$ cat config.mk
export PLATFORM = sky130hd
export DESIGN_NAME = cardinal_spline_point_generator_flat
export DESIGN_NICKNAME = d
export VERILOG_FILES = /design/src/hw/rtl/csp_pkg.sv /design/src/hw/rtl/csp_point_if.sv /design/src/hw/rtl/csp_curve_if.sv /design/src/hw/rtl/cardinal_spline_point_generator.sv /design/src/hw/rtl/csp_tgen.sv /design/src/hw/rtl/csp_dp.sv /design/src/flat_wrapper.sv
export VERILOG_INCLUDE_DIRS = /design/src /design/src/hw/rtl
export SDC_FILE = /design/constraint.sdc
export NUM_CORES = 2
export LEC_CHECK = 0
export BUFFER_PORTS_ARGS = -buffer_cell sky130_fd_sc_hd__buf_2
export CAP_MARGIN = 5
export CORE_ASPECT_RATIO = 0.5
export CORE_MARGIN = 2
export CORE_UTILIZATION = 30
export CTS_BUF_LIST = sky130_fd_sc_hd__clkbuf_8
export DETAILED_ROUTE_END_ITERATION = 7
export PLACE_DENSITY = 0.46
export SLEW_MARGIN = 30
export SYNTH_ARGS = -nofsm -noshare
export SYNTH_HDL_FRONTEND = slang
export SYNTH_SLANG_ARGS = --single-unit
$ cat constraint.sdc
create_clock -name clk -period 12.3 [get_ports clk]
set_input_delay 0.615 -clock clk [delete_from_list [all_inputs] [get_ports clk]]
set_output_delay 0.615 -clock clk [all_outputs]
set_load 0.05 [all_outputs]
$ cat src/hw/rtl/cardinal_spline_point_generator_defines.svh
// Assertion macros shared by the cardinal spline point generator RTL.
`ifndef CARDINAL_SPLINE_POINT_GENERATOR_DEFINES_SVH
`define CARDINAL_SPLINE_POINT_GENERATOR_DEFINES_SVH

// Same-cycle implication, clocked on clk, off while rst_n is low.
`define CSP_ASSERT_NOW(lbl, ante, cons, msg) \
  lbl: assert property (@(posedge clk) disable iff (!rst_n) (ante) |-> (cons)) \
    else $error(msg);

// Next-cycle implication, clocked on clk, off while rst_n is low.
`define CSP_ASSERT_NEXT(lbl, ante, cons, msg) \
  lbl: assert property (@(posedge clk) disable iff (!rst_n) (ante) |=> (cons)) \
    else $error(msg);

`endif

$ cat src/hw/rtl/csp_pkg.sv
// Types and constants shared by the cardinal spline point generator.
package csp_pkg;

  localparam int COORD_W    = 16;
  localparam int TENSION_W  = 16;
  localparam int SUBDIV_W   = 6;
  localparam int CFG_IDX_W  = 1;
  localparam int CFG_DATA_W = 16;

  localparam logic [CFG_IDX_W-1:0] REG_TENSION = 1'd0;
  localparam logic [CFG_IDX_W-1:0] REG_SUBDIV  = 1'd1;

  localparam logic [TENSION_W-1:0] TENSION_RST = 16'd8192;
  localparam logic [SUBDIV_W-1:0]  SUBDIV_RST  = 6'd16;

  // t in Q0.16, one extra bit so that t = 1.0 at the segment end fits
  localparam int            T_W   = 17;
  localparam logic [T_W-1:0] T_ONE = 17'h10000;
  localparam int            CNT_W = 5;

  // shared multiplier: coefficient/accumulator by tension or t
  localparam int COEF_W       = 40;
  localparam int MULB_W       = T_W + 1;
  localparam int PROD_W       = COEF_W + MULB_W;
  localparam int HORNER_SHIFT = 16;
  localparam int FRAC_SHIFT   = 14;
  localparam int ROUND_BIAS   = 1 << (FRAC_SHIFT - 1);

  // datapath phases
  localparam int PH_W = 3;
  localparam logic [PH_W-1:0] SU_LATCH   = 3'd0;
  localparam logic [PH_W-1:0] SU_MUL_AX  = 3'd1;
  localparam logic [PH_W-1:0] SU_MUL_AY  = 3'd2;
  localparam logic [PH_W-1:0] SU_MUL_BX  = 3'd3;
  localparam logic [PH_W-1:0] SU_MUL_BY  = 3'd4;
  localparam logic [PH_W-1:0] SU_MUL_GX  = 3'd5;
  localparam logic [PH_W-1:0] SU_MUL_GY  = 3'd6;
  localparam logic [PH_W-1:0] SU_LAST    = 3'd7;
  localparam logic [PH_W-1:0] EV_MUL_AX  = 3'd0;
  localparam logic [PH_W-1:0] EV_MUL_AY  = 3'd1;
  localparam logic [PH_W-1:0] EV_MUL_HX1 = 3'd2;
  localparam logic [PH_W-1:0] EV_MUL_HY1 = 3'd3;
  localparam logic [PH_W-1:0] EV_MUL_HX2 = 3'd4;
  localparam logic [PH_W-1:0] EV_MUL_HY2 = 3'd5;
  localparam logic [PH_W-1:0] EV_LAST    = 3'd6;

  typedef logic signed [COORD_W-1:0] coord_t;
  typedef logic signed [COEF_W-1:0]  coef_t;
  typedef logic [T_W-1:0]            tval_t;

  typedef struct packed {
    coord_t p0;
    coord_t p1;
    coord_t p2;
    coord_t p3;
  } csp_quad_t;

  typedef struct packed {
    logic            setup;
    logic            eval;
    logic [PH_W-1:0] phase;
  } csp_dp_ctrl_t;

endpackage

$ cat src/hw/rtl/csp_point_if.sv
// Control point item channel.
interface csp_point_if import csp_pkg::*; ();
  logic   valid;
  logic   ready;
  coord_t point_x;
  coord_t point_y;
  logic   start_track;

  modport source (output valid, output point_x, output point_y, output start_track,
                  input ready);
  modport sink (input valid, input point_x, input point_y, input start_track,
                output ready);
endinterface

$ cat src/hw/rtl/csp_curve_if.sv
// Curve point item channel.
interface csp_curve_if import csp_pkg::*; ();
  logic   valid;
  logic   ready;
  coord_t curve_x;
  coord_t curve_y;
  logic   run_end;

  modport source (output valid, output curve_x, output curve_y, output run_end,
                  input ready);
  modport sink (input valid, input curve_x, input curve_y, input run_end,
                output ready);
endinterface

$ cat src/hw/rtl/cardinal_spline_point_generator.sv
// Top level of the cardinal spline point generator: sequencer, window, ports.
// Control points come in one item at a time; start_track clears the window.
// An item that only fills the window is just stored. An item that closes a
// segment holds the input off while its curve is made: an accept step, a step
// for the track's extra leading point, setup (the 17-step divider that finds
// 65536/N runs beside the six tension products of the coefficients, and setup
// waits for it), then per curve point a t step, six products on the one shared
// 40x18 multiplier interleaved over x and y, and one emit, and last a step to
// slide the window. The output can stall a segment. With N at zero the segment
// skips setup entirely. A curve point waits in the output register, so the
// sequencer only stalls when that register is still full.
`include "cardinal_spline_point_generator_defines.svh"

module cardinal_spline_point_generator import csp_pkg::*; #(
  parameter int MAX_SUBDIVISIONS = 63
) (
  input  logic                  clk,
  input  logic                  rst_n,
  csp_point_if.sink             in_ch,
  csp_curve_if.source           out_ch,
  input  logic                  cfg_we,
  input  logic [CFG_IDX_W-1:0]  cfg_index,
  input  logic [CFG_DATA_W-1:0] cfg_wdata
);

  localparam int N_W       = $clog2(MAX_SUBDIVISIONS + 1);
  localparam int WIN_DEPTH = 3;
  localparam logic [1:0] WIN_FULL = 2'd3;

  localparam int S_W = 3;
  localparam logic [S_W-1:0] S_IDLE  = 3'd0;
  localparam logic [S_W-1:0] S_FIRST = 3'd1;
  localparam logic [S_W-1:0] S_SETUP = 3'd2;
  localparam logic [S_W-1:0] S_STEP  = 3'd3;
  localparam logic [S_W-1:0] S_EVAL  = 3'd4;
  localparam logic [S_W-1:0] S_EMIT  = 3'd5;
  localparam logic [S_W-1:0] S_SHIFT = 3'd6;

  logic [S_W-1:0]       state_r, state_nxt;
  logic [PH_W-1:0]      ph_r, ph_nxt;
  logic [N_W-1:0]       k_r, k_nxt;
  logic [1:0]           seen_r, seen_nxt;
  logic                 first_done_r, first_done_nxt;
  logic                 out_valid_r, out_valid_nxt;
  logic [N_W-1:0]       n_r;
  logic [TENSION_W-1:0] tension_r;
  logic [SUBDIV_W-1:0]  subdiv_r;
  coord_t               win_x_r [WIN_DEPTH];
  coord_t               win_y_r [WIN_DEPTH];
  coord_t               px_r;
  coord_t               py_r;
  coord_t               curve_x_r;
  coord_t               curve_y_r;
  logic                 run_end_r;

  logic                 in_fire;
  logic                 out_free;
  logic                 load_first;
  logic                 load_curve;
  logic [1:0]           seen_eff;
  logic [N_W-1:0]       n_eff;
  logic                 t_ready;
  tval_t                t_val;
  csp_dp_ctrl_t         dp_ctrl;
  csp_quad_t            quad_x;
  csp_quad_t            quad_y;
  coord_t               dp_x;
  coord_t               dp_y;

  assign in_ch.ready = (state_r == S_IDLE);
  assign in_fire     = in_ch.valid && in_ch.ready;
  assign out_free    = !out_valid_r || out_ch.ready;
  assign load_first  = (state_r == S_FIRST) && out_free;
  assign load_curve  = (state_r == S_EMIT) && out_free;
  assign seen_eff    = in_ch.start_track ? 2'd0 : seen_r;

  // subdivision count above the build limit is clamped to it
  always_comb begin
    if (int'(subdiv_r) > MAX_SUBDIVISIONS) begin
      n_eff = N_W'(MAX_SUBDIVISIONS);
    end else begin
      n_eff = N_W'(subdiv_r);
    end
  end

  // sequencer
  always_comb begin
    state_nxt      = state_r;
    ph_nxt         = ph_r;
    k_nxt          = k_r;
    seen_nxt       = seen_r;
    first_done_nxt = first_done_r;
    unique case (state_r)
      S_IDLE: begin
        if (in_fire) begin
          if (seen_eff != WIN_FULL) begin
            seen_nxt       = seen_eff + 2'd1;
            first_done_nxt = in_ch.start_track ? 1'b0 : first_done_r;
          end else begin
            k_nxt  = '0;
            ph_nxt = '0;
            if (!first_done_r) begin
              state_nxt = S_FIRST;
            end else if (n_eff == '0) begin
              state_nxt = S_SHIFT;
            end else begin
              state_nxt = S_SETUP;
            end
          end
        end
      end
      S_FIRST: begin
        if (out_free) begin
          first_done_nxt = 1'b1;
          state_nxt      = (n_r == '0) ? S_SHIFT : S_SETUP;
        end
      end
      S_SETUP: begin
        if (ph_r != SU_LAST) begin
          ph_nxt = PH_W'(ph_r + 1'b1);
        end else if (t_ready) begin
          state_nxt = S_STEP;
        end
      end
      S_STEP: begin
        state_nxt = S_EVAL;
        ph_nxt    = '0;
        k_nxt     = N_W'(k_r + 1'b1);
      end
      S_EVAL: begin
        if (ph_r == EV_LAST) begin
          state_nxt = S_EMIT;
        end else begin
          ph_nxt = PH_W'(ph_r + 1'b1);
        end
      end
      S_EMIT: begin
        if (out_free) begin
          state_nxt = (k_r == n_r) ? S_SHIFT : S_STEP;
        end
      end
      S_SHIFT: state_nxt = S_IDLE;
      default: state_nxt = S_IDLE;
    endcase
  end

  always_comb begin
    if (load_first || load_curve) begin
      out_valid_nxt = 1'b1;
    end else if (out_ch.ready) begin
      out_valid_nxt = 1'b0;
    end else begin
      out_valid_nxt = out_valid_r;
    end
  end

  always_ff @(posedge clk) begin
    if (!rst_n) begin
      state_r      <= S_IDLE;
      ph_r         <= '0;
      k_r          <= '0;
      seen_r       <= '0;
      first_done_r <= 1'b0;
      out_valid_r  <= 1'b0;
    end else begin
      state_r      <= state_nxt;
      ph_r         <= ph_nxt;
      k_r          <= k_nxt;
      seen_r       <= seen_nxt;
      first_done_r <= first_done_nxt;
      out_valid_r  <= out_valid_nxt;
    end
  end

  // configuration registers
  always_ff @(posedge clk) begin
    if (!rst_n) begin
      tension_r <= TENSION_RST;
      subdiv_r  <= SUBDIV_RST;
    end else if (cfg_we) begin
      unique case (cfg_index)
        REG_TENSION: tension_r <= cfg_wdata[TENSION_W-1:0];
        REG_SUBDIV:  subdiv_r  <= cfg_wdata[SUBDIV_W-1:0];
        default: ;
      endcase
    end
  end

  // sliding window, oldest point at index 0
  always_ff @(posedge clk) begin
    if (!rst_n) begin
      for (int i = 0; i < WIN_DEPTH; i++) begin
        win_x_r[i] <= '0;
        win_y_r[i] <= '0;
      end
    end else if (in_fire && (seen_eff != WIN_FULL)) begin
      win_x_r[seen_eff] <= in_ch.point_x;
      win_y_r[seen_eff] <= in_ch.point_y;
    end else if (state_r == S_SHIFT) begin
      win_x_r[0] <= win_x_r[1];
      win_y_r[0] <= win_y_r[1];
      win_x_r[1] <= win_x_r[2];
      win_y_r[1] <= win_y_r[2];
      win_x_r[2] <= px_r;
      win_y_r[2] <= py_r;
    end
  end

  always_ff @(posedge clk) begin
    if (in_fire) begin
      px_r <= in_ch.point_x;
      py_r <= in_ch.point_y;
      n_r  <= n_eff;
    end
  end

  // output register
  always_ff @(posedge clk) begin
    if (load_first) begin
      curve_x_r <= win_x_r[1];
      curve_y_r <= win_y_r[1];
      run_end_r <= (n_r == '0);
    end else if (load_curve) begin
      curve_x_r <= dp_x;
      curve_y_r <= dp_y;
      run_end_r <= (k_r == n_r);
    end
  end

  assign out_ch.valid   = out_valid_r;
  assign out_ch.curve_x = curve_x_r;
  assign out_ch.curve_y = curve_y_r;
  assign out_ch.run_end = run_end_r;

  assign quad_x = '{p0: win_x_r[0], p1: win_x_r[1], p2: win_x_r[2], p3: px_r};
  assign quad_y = '{p0: win_y_r[0], p1: win_y_r[1], p2: win_y_r[2], p3: py_r};

  assign dp_ctrl = '{setup: (state_r == S_SETUP), eval: (state_r == S_EVAL), phase: ph_r};

  csp_tgen #(
    .N_W (N_W)
  ) u_tgen (
    .clk   (clk),
    .rst_n (rst_n),
    .start ((state_r == S_SETUP) && (ph_r == SU_LATCH)),
    .step  (state_r == S_STEP),
    .n     (n_r),
    .ready (t_ready),
    .t     (t_val)
  );

  csp_dp u_dp (
    .clk     (clk),
    .ctrl    (dp_ctrl),
    .tension (tension_r),
    .t       (t_val),
    .quad_x  (quad_x),
    .quad_y  (quad_y),
    .curve_x (dp_x),
    .curve_y (dp_y)
  );

  `CSP_ASSERT_NOW(a_setup_needs_curve, state_r == S_SETUP,
                  first_done_r && (n_r != '0), "setup entered without a pending curve")
  `CSP_ASSERT_NOW(a_t_valid_in_eval, (state_r == S_STEP) || (state_r == S_EVAL),
                  t_ready, "t used while divider busy")
  `CSP_ASSERT_NOW(a_last_t_is_one, (state_r == S_EMIT) && (k_r == n_r),
                  t_val == T_ONE, "last curve point not at t = 1")
  `CSP_ASSERT_NEXT(a_emit_continues, load_curve && (k_r != n_r),
                   state_r == S_STEP, "curve run ended early")

endmodule

$ cat src/hw/rtl/csp_tgen.sv
// Parameter t generator: 65536/N by restoring division, then t = floor(k*65536/N) steps.
module csp_tgen import csp_pkg::*; #(
  parameter int N_W = 6
) (
  input  logic           clk,
  input  logic           rst_n,
  input  logic           start,
  input  logic           step,
  input  logic [N_W-1:0] n,
  output logic           ready,
  output tval_t          t
);

  logic             busy_r;
  logic [CNT_W-1:0] cnt_r;
  tval_t            q_r;
  tval_t            t_r;
  logic [N_W-1:0]   rem_r;
  logic [N_W-1:0]   acc_r;
  logic             div_bit;
  logic [N_W:0]     trial;
  logic [N_W:0]     sum;

  // dividend is 2^16: only its top bit is set
  assign div_bit = (cnt_r == CNT_W'(T_W - 1));
  assign trial   = {rem_r, div_bit};
  assign sum     = {1'b0, acc_r} + {1'b0, rem_r};

  always_ff @(posedge clk) begin
    if (!rst_n) begin
      busy_r <= 1'b0;
      cnt_r  <= '0;
    end else if (start) begin
      busy_r <= 1'b1;
      cnt_r  <= CNT_W'(T_W - 1);
    end else if (busy_r) begin
      if (cnt_r == '0) begin
        busy_r <= 1'b0;
      end else begin
        cnt_r <= cnt_r - 1'b1;
      end
    end
  end

  always_ff @(posedge clk) begin
    if (start) begin
      rem_r <= '0;
      q_r   <= '0;
      t_r   <= '0;
      acc_r <= '0;
    end else if (busy_r) begin
      if (trial >= {1'b0, n}) begin
        rem_r <= N_W'(trial - {1'b0, n});
        q_r   <= {q_r[T_W-2:0], 1'b1};
      end else begin
        rem_r <= trial[N_W-1:0];
        q_r   <= {q_r[T_W-2:0], 1'b0};
      end
    end else if (step) begin
      // remainder accumulates below 2N: one compare and subtract
      if (sum >= {1'b0, n}) begin
        acc_r <= N_W'(sum - {1'b0, n});
        t_r   <= t_r + q_r + T_W'(1);
      end else begin
        acc_r <= sum[N_W-1:0];
        t_r   <= t_r + q_r;
      end
    end
  end

  assign ready = !busy_r;
  assign t     = t_r;

endmodule

$ cat src/hw/rtl/csp_dp.sv
// Shared multiplier datapath: cardinal coefficients, Horner evaluation, rounding.
module csp_dp import csp_pkg::*; (
  input  logic                 clk,
  input  csp_dp_ctrl_t         ctrl,
  input  logic [TENSION_W-1:0] tension,
  input  tval_t                t,
  input  csp_quad_t            quad_x,
  input  csp_quad_t            quad_y,
  output coord_t               curve_x,
  output coord_t               curve_y
);

  localparam int DIFF_W = 20;

  typedef struct packed {
    logic signed [DIFF_W-1:0] da;
    logic signed [DIFF_W-1:0] db;
    logic signed [DIFF_W-1:0] dg;
    coef_t                    sa;
    coef_t                    sb;
    coef_t                    d;
  } diff_t;

  // A = C*da + sa, B = C*db + sb, G = C*dg, D = d (all scaled by 2^14)
  function automatic diff_t setup_terms(csp_quad_t q);
    logic signed [DIFF_W-1:0] e0;
    logic signed [DIFF_W-1:0] e1;
    logic signed [DIFF_W-1:0] e2;
    logic signed [DIFF_W-1:0] e3;
    logic signed [DIFF_W-1:0] dd;
    diff_t                    r;
    e0   = DIFF_W'($signed(q.p0));
    e1   = DIFF_W'($signed(q.p1));
    e2   = DIFF_W'($signed(q.p2));
    e3   = DIFF_W'($signed(q.p3));
    dd   = e2 - e1;
    r.da = e3 - e0 - e1 + e2;
    r.db = (e0 <<< 1) + e1 - (e2 <<< 1) - e3;
    r.dg = e2 - e0;
    r.sa = -(coef_t'(dd) <<< 15);
    r.sb = (coef_t'(dd) <<< 15) + (coef_t'(dd) <<< 14);
    r.d  = coef_t'(e1) <<< FRAC_SHIFT;
    return r;
  endfunction

  function automatic coord_t round_sat(coef_t v);
    coef_t r;
    r = (v + coef_t'(ROUND_BIAS)) >>> FRAC_SHIFT;
    if (r > coef_t'(32767)) begin
      return coord_t'(32767);
    end else if (r < coef_t'(-32768)) begin
      return coord_t'(-32768);
    end
    return COORD_W'(r);
  endfunction

  diff_t                    dx_r;
  diff_t                    dy_r;
  coef_t                    a_x_r;
  coef_t                    a_y_r;
  coef_t                    b_x_r;
  coef_t                    b_y_r;
  coef_t                    g_x_r;
  coef_t                    g_y_r;
  coef_t                    h_x_r;
  coef_t                    h_y_r;
  logic signed [PROD_W-1:0] prod_r;

  coef_t                    mul_a;
  logic signed [MULB_W-1:0] mul_b;
  logic                     mul_en;
  coef_t                    add_a;
  coef_t                    add_b;
  coef_t                    add_res;

  always_comb begin
    mul_a  = '0;
    mul_en = 1'b0;
    mul_b  = ctrl.eval ? MULB_W'(t) : MULB_W'(tension);
    if (ctrl.setup) begin
      mul_en = 1'b1;
      unique case (ctrl.phase)
        SU_MUL_AX: mul_a = coef_t'(dx_r.da);
        SU_MUL_AY: mul_a = coef_t'(dy_r.da);
        SU_MUL_BX: mul_a = coef_t'(dx_r.db);
        SU_MUL_BY: mul_a = coef_t'(dy_r.db);
        SU_MUL_GX: mul_a = coef_t'(dx_r.dg);
        SU_MUL_GY: mul_a = coef_t'(dy_r.dg);
        default:   mul_en = 1'b0;
      endcase
    end else if (ctrl.eval) begin
      mul_en = 1'b1;
      unique case (ctrl.phase)
        EV_MUL_AX:  mul_a = a_x_r;
        EV_MUL_AY:  mul_a = a_y_r;
        EV_MUL_HX1: mul_a = h_x_r;
        EV_MUL_HY1: mul_a = h_y_r;
        EV_MUL_HX2: mul_a = h_x_r;
        EV_MUL_HY2: mul_a = h_y_r;
        default:    mul_en = 1'b0;
      endcase
    end
  end

  // one adder: product (floored by 2^16 in Horner steps) plus a selected term
  always_comb begin
    add_b = '0;
    if (ctrl.eval) begin
      add_a = $signed(prod_r[COEF_W+HORNER_SHIFT-1:HORNER_SHIFT]);
      unique case (ctrl.phase)
        EV_MUL_AY:  add_b = b_x_r;
        EV_MUL_HX1: add_b = b_y_r;
        EV_MUL_HY1: add_b = g_x_r;
        EV_MUL_HX2: add_b = g_y_r;
        EV_MUL_HY2: add_b = dx_r.d;
        EV_LAST:    add_b = dy_r.d;
        default:    add_b = '0;
      endcase
    end else begin
      add_a = $signed(prod_r[COEF_W-1:0]);
      unique case (ctrl.phase)
        SU_MUL_AY: add_b = dx_r.sa;
        SU_MUL_BX: add_b = dy_r.sa;
        SU_MUL_BY: add_b = dx_r.sb;
        SU_MUL_GX: add_b = dy_r.sb;
        default:   add_b = '0;
      endcase
    end
    add_res = add_a + add_b;
  end

  always_ff @(posedge clk) begin
    if (mul_en) begin
      prod_r <= mul_a * mul_b;
    end
    if (ctrl.setup) begin
      unique case (ctrl.phase)
        SU_LATCH: begin
          dx_r <= setup_terms(quad_x);
          dy_r <= setup_terms(quad_y);
        end
        SU_MUL_AY: a_x_r <= add_res;
        SU_MUL_BX: a_y_r <= add_res;
        SU_MUL_BY: b_x_r <= add_res;
        SU_MUL_GX: b_y_r <= add_res;
        SU_MUL_GY: g_x_r <= add_res;
        SU_LAST:   g_y_r <= add_res;
        default: ;
      endcase
    end
    if (ctrl.eval) begin
      unique case (ctrl.phase)
        EV_MUL_AY:  h_x_r <= add_res;
        EV_MUL_HX1: h_y_r <= add_res;
        EV_MUL_HY1: h_x_r <= add_res;
        EV_MUL_HX2: h_y_r <= add_res;
        EV_MUL_HY2: h_x_r <= add_res;
        EV_LAST:    h_y_r <= add_res;
        default: ;
      endcase
    end
  end

  assign curve_x = round_sat(h_x_r);
  assign curve_y = round_sat(h_y_r);

endmodule

$ cat src/flat_wrapper.sv
// flat-port wrapper written by rule: the top's interface ports become plain ports
module cardinal_spline_point_generator_flat import csp_pkg::*;
#(
  parameter int MAX_SUBDIVISIONS = 63
)
  (clk, rst_n, cfg_we, cfg_index, cfg_wdata, in_ch_valid, in_ch_point_x, in_ch_point_y, in_ch_start_track, in_ch_ready, out_ch_valid, out_ch_curve_x, out_ch_curve_y, out_ch_run_end, out_ch_ready);
  csp_point_if in_ch_i ();
  csp_curve_if out_ch_i ();
  input  logic clk;
  input  logic rst_n;
  input  logic cfg_we;
  input  logic [CFG_IDX_W-1:0] cfg_index;
  input  logic [CFG_DATA_W-1:0] cfg_wdata;
  input wire logic [$bits(in_ch_i.valid)-1:0] in_ch_valid;
  input wire logic [$bits(in_ch_i.point_x)-1:0] in_ch_point_x;
  input wire logic [$bits(in_ch_i.point_y)-1:0] in_ch_point_y;
  input wire logic [$bits(in_ch_i.start_track)-1:0] in_ch_start_track;
  output wire logic [$bits(in_ch_i.ready)-1:0] in_ch_ready;
  output wire logic [$bits(out_ch_i.valid)-1:0] out_ch_valid;
  output wire logic [$bits(out_ch_i.curve_x)-1:0] out_ch_curve_x;
  output wire logic [$bits(out_ch_i.curve_y)-1:0] out_ch_curve_y;
  output wire logic [$bits(out_ch_i.run_end)-1:0] out_ch_run_end;
  input wire logic [$bits(out_ch_i.ready)-1:0] out_ch_ready;
  assign in_ch_i.valid = in_ch_valid;
  assign in_ch_i.point_x = in_ch_point_x;
  assign in_ch_i.point_y = in_ch_point_y;
  assign in_ch_i.start_track = in_ch_start_track;
  assign in_ch_ready = in_ch_i.ready;
  assign out_ch_valid = out_ch_i.valid;
  assign out_ch_curve_x = out_ch_i.curve_x;
  assign out_ch_curve_y = out_ch_i.curve_y;
  assign out_ch_run_end = out_ch_i.run_end;
  assign out_ch_i.ready = out_ch_ready;
  cardinal_spline_point_generator #(.MAX_SUBDIVISIONS(MAX_SUBDIVISIONS)) u_core (.clk(clk), .rst_n(rst_n), .in_ch(in_ch_i), .out_ch(out_ch_i), .cfg_we(cfg_we), .cfg_index(cfg_index), .cfg_wdata(cfg_wdata));
endmodule
---- After elaboration in Yosys (flattened, before gate mapping) ----
Memories as Yosys holds them, arrays and structs flattened.
Cells that the tools add are included.
word-level totals
  register bits after elaboration ......... 849
  bits in writable memories ............... 96
  input bits .............................. 55
  output and inout port bits .............. 35
  logic and storage cells ................. 256
  memories ................................ 2
cells by class
  add/sub/neg operators ................... 32
  $mul .................................... 1
  $lt $le $gt $ge ......................... 6
  equal/unequal tests ..................... 29
  muxes and demuxes ....................... 87
  bitwise logic cells ..................... 10
  reductions and logical operators ........ 47
memory list
  name            words  width  read ports  clocked after memory_dff  wr ports  RTL line                               source
  u_core.win_x_r  3      16     3           0                         3         cardinal_spline_point_generator.sv:48  coord_t win_x_r [WIN_DEPTH];
  u_core.win_y_r  3      16     3           0                         3         cardinal_spline_point_generator.sv:49  coord_t win_y_r [WIN_DEPTH];
operator list
  kind                      number
  $pmux W40 S6              2
  $pmux W40 S4              2
  $mux W16                  18
  $mux W40                  4
  $sub A16 B16 Y17          6
  $add A40 B15 Y40 const B  2
  $neg A32 Y40              2
  $add A32 B31 Y33          2
  $mul A40 B18 Y56          1
  $gt A26 B16 Y1 const B    2
  $lt A26 B16 Y1 const B    2
  $mux W3                   15
  $add A40 B40 Y40          1
  $sub A19 B16 Y20          2
  $add A18 B16 Y19          2
  $sub A18 B17 Y19          2
  $add A17 B16 Y18          2
  $sub A17 B16 Y18          2
  $mux W17                  2
  $reduce_or A16 Y1         2
  $mux W1                   30
  $reduce_and A2 Y1         14
  $mux W6                   4
  $eq A3 B3 Y1 const B      7
  other kinds (38)          84

---- Logic depth before layout (Yosys ltp) ----
  word-level depth ........................ 8
  gate-level depth with buffers ........... 35

---- Hierarchy ----
From an unflattened synthesis, not the netlist that was laid out.
unflattened totals
  cell total of the unflattened synthesis .. 6,678
  area, all modules ....................... 71,208.3 µm²
modules (own cells, without submodules)
  module                           times used  cells an instance  area each (µm²)  seq. area each (µm²)
  csp_dp                           1           5,651              58,986.6         18,137.4
  cardinal_spline_point_generator  1           566                8,405.6          5,775.5
  csp_tgen                         1           461                3,816.2          1,041.0

---- Worst setup path before layout ----
OpenSTA, ideal clock, no wires.
  path type ............................... register -> register
  from .................................... register u_core.ph_r[0]
  to ...................................... register u_core.u_dp.dx_r[100] (netlist name) (enable)
  library setup time ...................... 0.680 ns
  arrival ................................. 8.222 ns
  data required time ...................... 11.620 ns
  slack ................................... 3.397 ns
  cell stages (with the launch flop) ...... 10
  period minus slack after synthesis ...... 8.903 ns
  cells stage by stage .................... dfxtp_1 inv_1 ha_1 nor2b_1 clkbuf_1 buf_1 nand2_1 inv_1 clkbuf_1 buf_1
on the way
  cells in the longest elaborated chain, start to end .. 2
ends and longest elaborated chain
  item                         RTL line                                source
  from (decl)                  cardinal_spline_point_generator.sv:40   logic [PH_W-1:0] ph_r, ph_nxt;
  from (signal assigned)       cardinal_spline_point_generator.sv:167  ph_r <= ph_nxt;
  $logic_not A3 Y1             csp_dp.sv:137                           unique case (ctrl.phase)
  $reduce_and A2 Y1 (no line)  --
  to (signal assigned)         csp_dp.sv:139                           dx_r <= setup_terms(quad_x);
  to (decl)                    csp_dp.sv:57                            diff_t dx_r;
No other way between the ends.
A chain may end at the register's enable or synchronous reset.

---- Worst setup path in the final report ----
  from .................................... register u_core.ph_r[2]
  to ...................................... register u_core.u_dp.prod_r[55], data pin
on the way
  cells in the longest elaborated chain, start to end .. 6
  elaborated cells on any way between the ends .. 14
ends and longest elaborated chain
  item                                                 RTL line                    source
  $eq A3 B3 Y1 / $eq A3 B2 Y1 (equally long branches)  csp_dp.sv:82, csp_dp.sv:93
  $reduce_or A2 Y1 (no line)                           --
  $pmux W40 S4                                         csp_dp.sv:93                unique case (ctrl.phase)
  $mux W40                                             csp_dp.sv:91                end else if (ctrl.eval) begin
  $mux W40 (*)                                         csp_dp.sv:80                if (ctrl.setup) begin
  $mul A40 B18 Y56 (*)                                 csp_dp.sv:134               prod_r <= mul_a * mul_b;
  to (signal assigned)                                 csp_dp.sv:134
  to (decl)                                            csp_dp.sv:67                logic signed [PROD_W-1:0] prod_r;
Mark *: on every way between the ends. The rest lies on a longest branch, timed or not.

==> key figures <==
Yosys
  – Yosys Warn Count: 0
  – Sequential area share after synthesis: 35.15%
  – Distinct cells, synth: 89
  – Post-synthesis area per instance: 10.59 sq um
  – Leading area contributor after synthesis: edfxtp_1
  – Post-synth top cells: inv_1 (1,038), edfxtp_1 (771), fa_1 (770)
  – Yosys top cell area share: 32.61%
  – Syn_nets: 7,955
  – Synthesized cell area: 70,990 sq um
  – Synth Register Bits: 861
  – Synth Instances: 6,701
  – Number of synthesized flops with an enable pin: 771
  – Async S/R FF share, synth: 0%
  – Primary FF master, synth: edfxtp_1
  – Cell with the most instances after synthesis: inv_1
  – Top cells by area, synth: edfxtp_1 (33%), fa_1 (22%), ha_1 (7.6%)

Worst setup path
  – Worst path required time: 12.91 ns
  – R2R Setup Slk: 1.92 ns
  – CP peak stage delay: 0.79 ns
  – Setup CP Type: reg -> reg
  – R2R Path End: u_core.u_dp.prod_r[55]$_DFFE_PP_
  – R2R cell count: 29
  – CP endpoint kind: register
  – Crit Reg-Reg Startpoint: u_core.ph_r[2]$_SDFFE_PN0P_
  – Startpoint types: register
  – Slowest-stage cell, CP: nor2_1
  – Critical Path Most Common Cell: fa_1
  – Crit-path max FO: 45
  – Worst path arrival time: 10.99 ns

Clock tree
  – Clk_lat worst skew: 0.92 ns
  – CTS tree: built
  – Sink Count: 861
  – PostCTS Resize Cnt: 0
  – H-tree depth: 4
  – Clock tree root buffer cell: clkbuf_8
  – CTS clk-pin slew, worst paths: 0.07 ns
  – CTS buffer count: 148
  – CTS max path bufs: 3

Placement
  – Routability congestion estimate: 0.8582
  – Post-placement cell area: 75,400 sq um
  – DP Worst Slack: 1.969 ns
  – Cells after DPL: 9,754
  – Final HPWL DP: 175,600 um
  – Port bufs: 89

Finish
  – Synthesis-to-layout area growth: 10.82%
  – Fillers: 24,040
  – Final core occ: 33.40%
  – Area of the multi-input gates: 41,430 sq um
  – Nets: 8,072
  – Register area: 24,960 sq um
  – Design area: 78,680 sq um
  – Non-filler cells, final: 10,070
  – Proportion of layout cells with a drive suffix above 1: 8.597%

Drt
  – Residual DRC: 1
  – Drt via density: 4.957
  – Total Wirelength: 231,000 um
  – DRT Pass-1 Iters: 8
  – Routed length per placed instance: 22.93 um
  – DRT iter0 DRCs: 4,407
  – Via Count: 49,920
  – Routed Antenna Nets: 0

Flow run
  – Maxcap violations: 0

Floorplanning
  – Core area: 235,500 sq um
  – Die Y: 348.0 um
  – I/O Pins: 90
  – Row cnt: 126
  – Die width: 692.0 um
  – Starting Density: 30.14%
  – Total die area: 240,800 sq um

STA
  – RSZ-0062 raised after global routing: no
  – Max Clock Skew: 0.06467 ns
  – Worst slew margin: 30.24%
  – Crit path setup slack, layout: 1.920 ns
  – Fin. max-slew vios: 0
  – Post-route minimum period: 10.38 ns
  – Setup TNS: 0 ns
  – Final setup vio count: 0
  – Max Clk Rate: 96.34 MHz
  – Worst slew pin tran: 1.020 ns
  – Final Hold Violating Endpoints: 0
  – Period Utilization, post-route: 84.39%

Hold path
  – Hold EP: u_core.n_eff[5]$_SDFFE_PN0P_
  – Hold Startpoint: cfg_we
  – Hold depth: 3
  – Min-delay worst type: in -> reg

Global routing
  – Tot GR Track Use: 19.18%
  – Remaining global-route overflow: 0
  – First-pass GRT wire length: 343,600 um
  – Largest net degree at the start of global routing: 97
  – Initial antenna violation count: 18
  – Vias in the first global route: 51,590

Power
  – Leak pwr: 32.46 nW
  – Max IR drop VDD: 117.8 uV
  – Pwr/cell area: 96.34 nW/um^2

Run status
  – Failing checks: DRC
  – Status: finished with violations
sequential cells by signal (all words and copies together), names as in the netlist, 48 cells and up:
| name | count |
|---|---|
| u_core.win_y_r | 48 |
| u_core.u_dp.prod_r | 56 |
| u_core.win_x_r | 48 |
| u_core.u_dp.dx_r | 114 |
| u_core.u_dp.dy_r | 114 |
repair_timing:
| action | CTS | global route |
|---|---|---|
| hold buffers | 49 | 0 |
| buffers inserted | 0 | 0 |
| endpoints found under the hold margin | 118 | 0 |
cell usage in the layout (no fill, tap or decap), types with 68 or more instances in the layout:
| cell | count |
|---|---|
| inv_1 | 1081 |
| edfxtp_1 | 771 |
| fa_1 | 770 |
| nand2_1 | 626 |
| nor2_1 | 536 |
| ha_1 | 427 |
| a21oi_1 | 250 |
| xnor2_1 | 208 |
| clkbuf_8 | 150 |
| o21ai_0 | 140 |
| a22o_1 | 118 |
| xor2_1 | 112 |
| mux2_2 | 108 |
| buf_4 | 100 |
| nor2b_1 | 95 |
| a21o_1 | 92 |
| buf_2 | 90 |
| dfxtp_1 | 89 |
| nand3_1 | 80 |
| a21boi_0 | 76 |
| o21a_1 | 68 |
stage by stage:
step	hold slack, ns	total power [mW]
finish	0.09664	7.580
global route	0.08127	7.990
CTS	0.004702	7.671
detailed placement	0.4559	5.111
global placement	0.4490	5.107
floorplan	0.4304	4.583
worst max path at each step:
| stage | slack, ns | to | depth (start not counted) | startpoint |
|---|---|---|---|---|
| detailed placement | 1.97 | u_core.u_dp.prod_r[51]$_DFFE_PP_ | 27 | u_core.ph_r[2]$_SDFFE_PN0P_ |
| global placement | 1.66 | u_core.u_dp.prod_r[51]$_DFFE_PP_ | 27 | u_core.ph_r[2]$_SDFFE_PN0P_ |
| global route | 1.23 | u_core.u_dp.prod_r[55]$_DFFE_PP_ | 29 | u_core.ph_r[2]$_SDFFE_PN0P_ |
| floorplan | 3.40 | u_core.u_dp.dx_r[100]$_DFFE_PP_ | 9 | u_core.ph_r[0]$_SDFFE_PN0P_ |
| finish | 1.92 | u_core.u_dp.prod_r[55]$_DFFE_PP_ | 29 | u_core.ph_r[2]$_SDFFE_PN0P_ |
| CTS | 1.92 | u_core.u_dp.prod_r[51]$_DFFE_PP_ | 27 | u_core.ph_r[2]$_SDFFE_PN0P_ |
area by class of cell:
type                            instances  share of cell area [%]
Inverter                             1039                   4.966
Multi-Input combinational cell       4527                   52.66
Sequential cell                       861                   31.72
Antenna cell                            2                0.006361
Clock buffer                          150                   2.624
Clock inverter                        115                  0.8365
Timing Repair Buffer                  241                   2.199
Tap cell                             3136                   4.987
power breakdown:
group	internal (mW)	switching, mW
logic	0.679	1.01
registers	3.30	0.0677
clock network	1.23	1.29
total	5.22	2.36
metal layers:
| layer | track usage (%) | share of wire (%) | wire length, um |
|---|---|---|---|
| met5 | 0 | 0.0056 | 13 |
| met4 | 5.384 | 2.7 | 6184 |
| met1 | 26.61 | 46 | 105600 |
| met2 | 30.22 | 45 | 103600 |
| met3 | 4.125 | 6.8 | 15620 |
worst max-delay path: cells and delay by family, from the launching register on:
family,cells,cell delay [ns]
adders and majority gates,8,3.94
DFF,1,0.72
and+or+nand+nor,6,2.30
buffers and inverters,5,0.44
AOI/OAI and AO/OA,10,2.67
logic make-up after synthesis:
kind of cell | count (synthesis) | synth area share, %
flip-flops | 861 | 35.15
adder cells (fa/ha/maj) | 1199 | 29.27
multiplexers | 149 | 2.296
AO/OA/AOI/OAI | 1221 | 12.16
buffers and inverters | 1313 | 6.974
AND/OR/NAND/NOR | 1635 | 10.17
XOR/XNOR | 323 | 3.985
No activity file was read; power rests on OpenSTA's default activity.
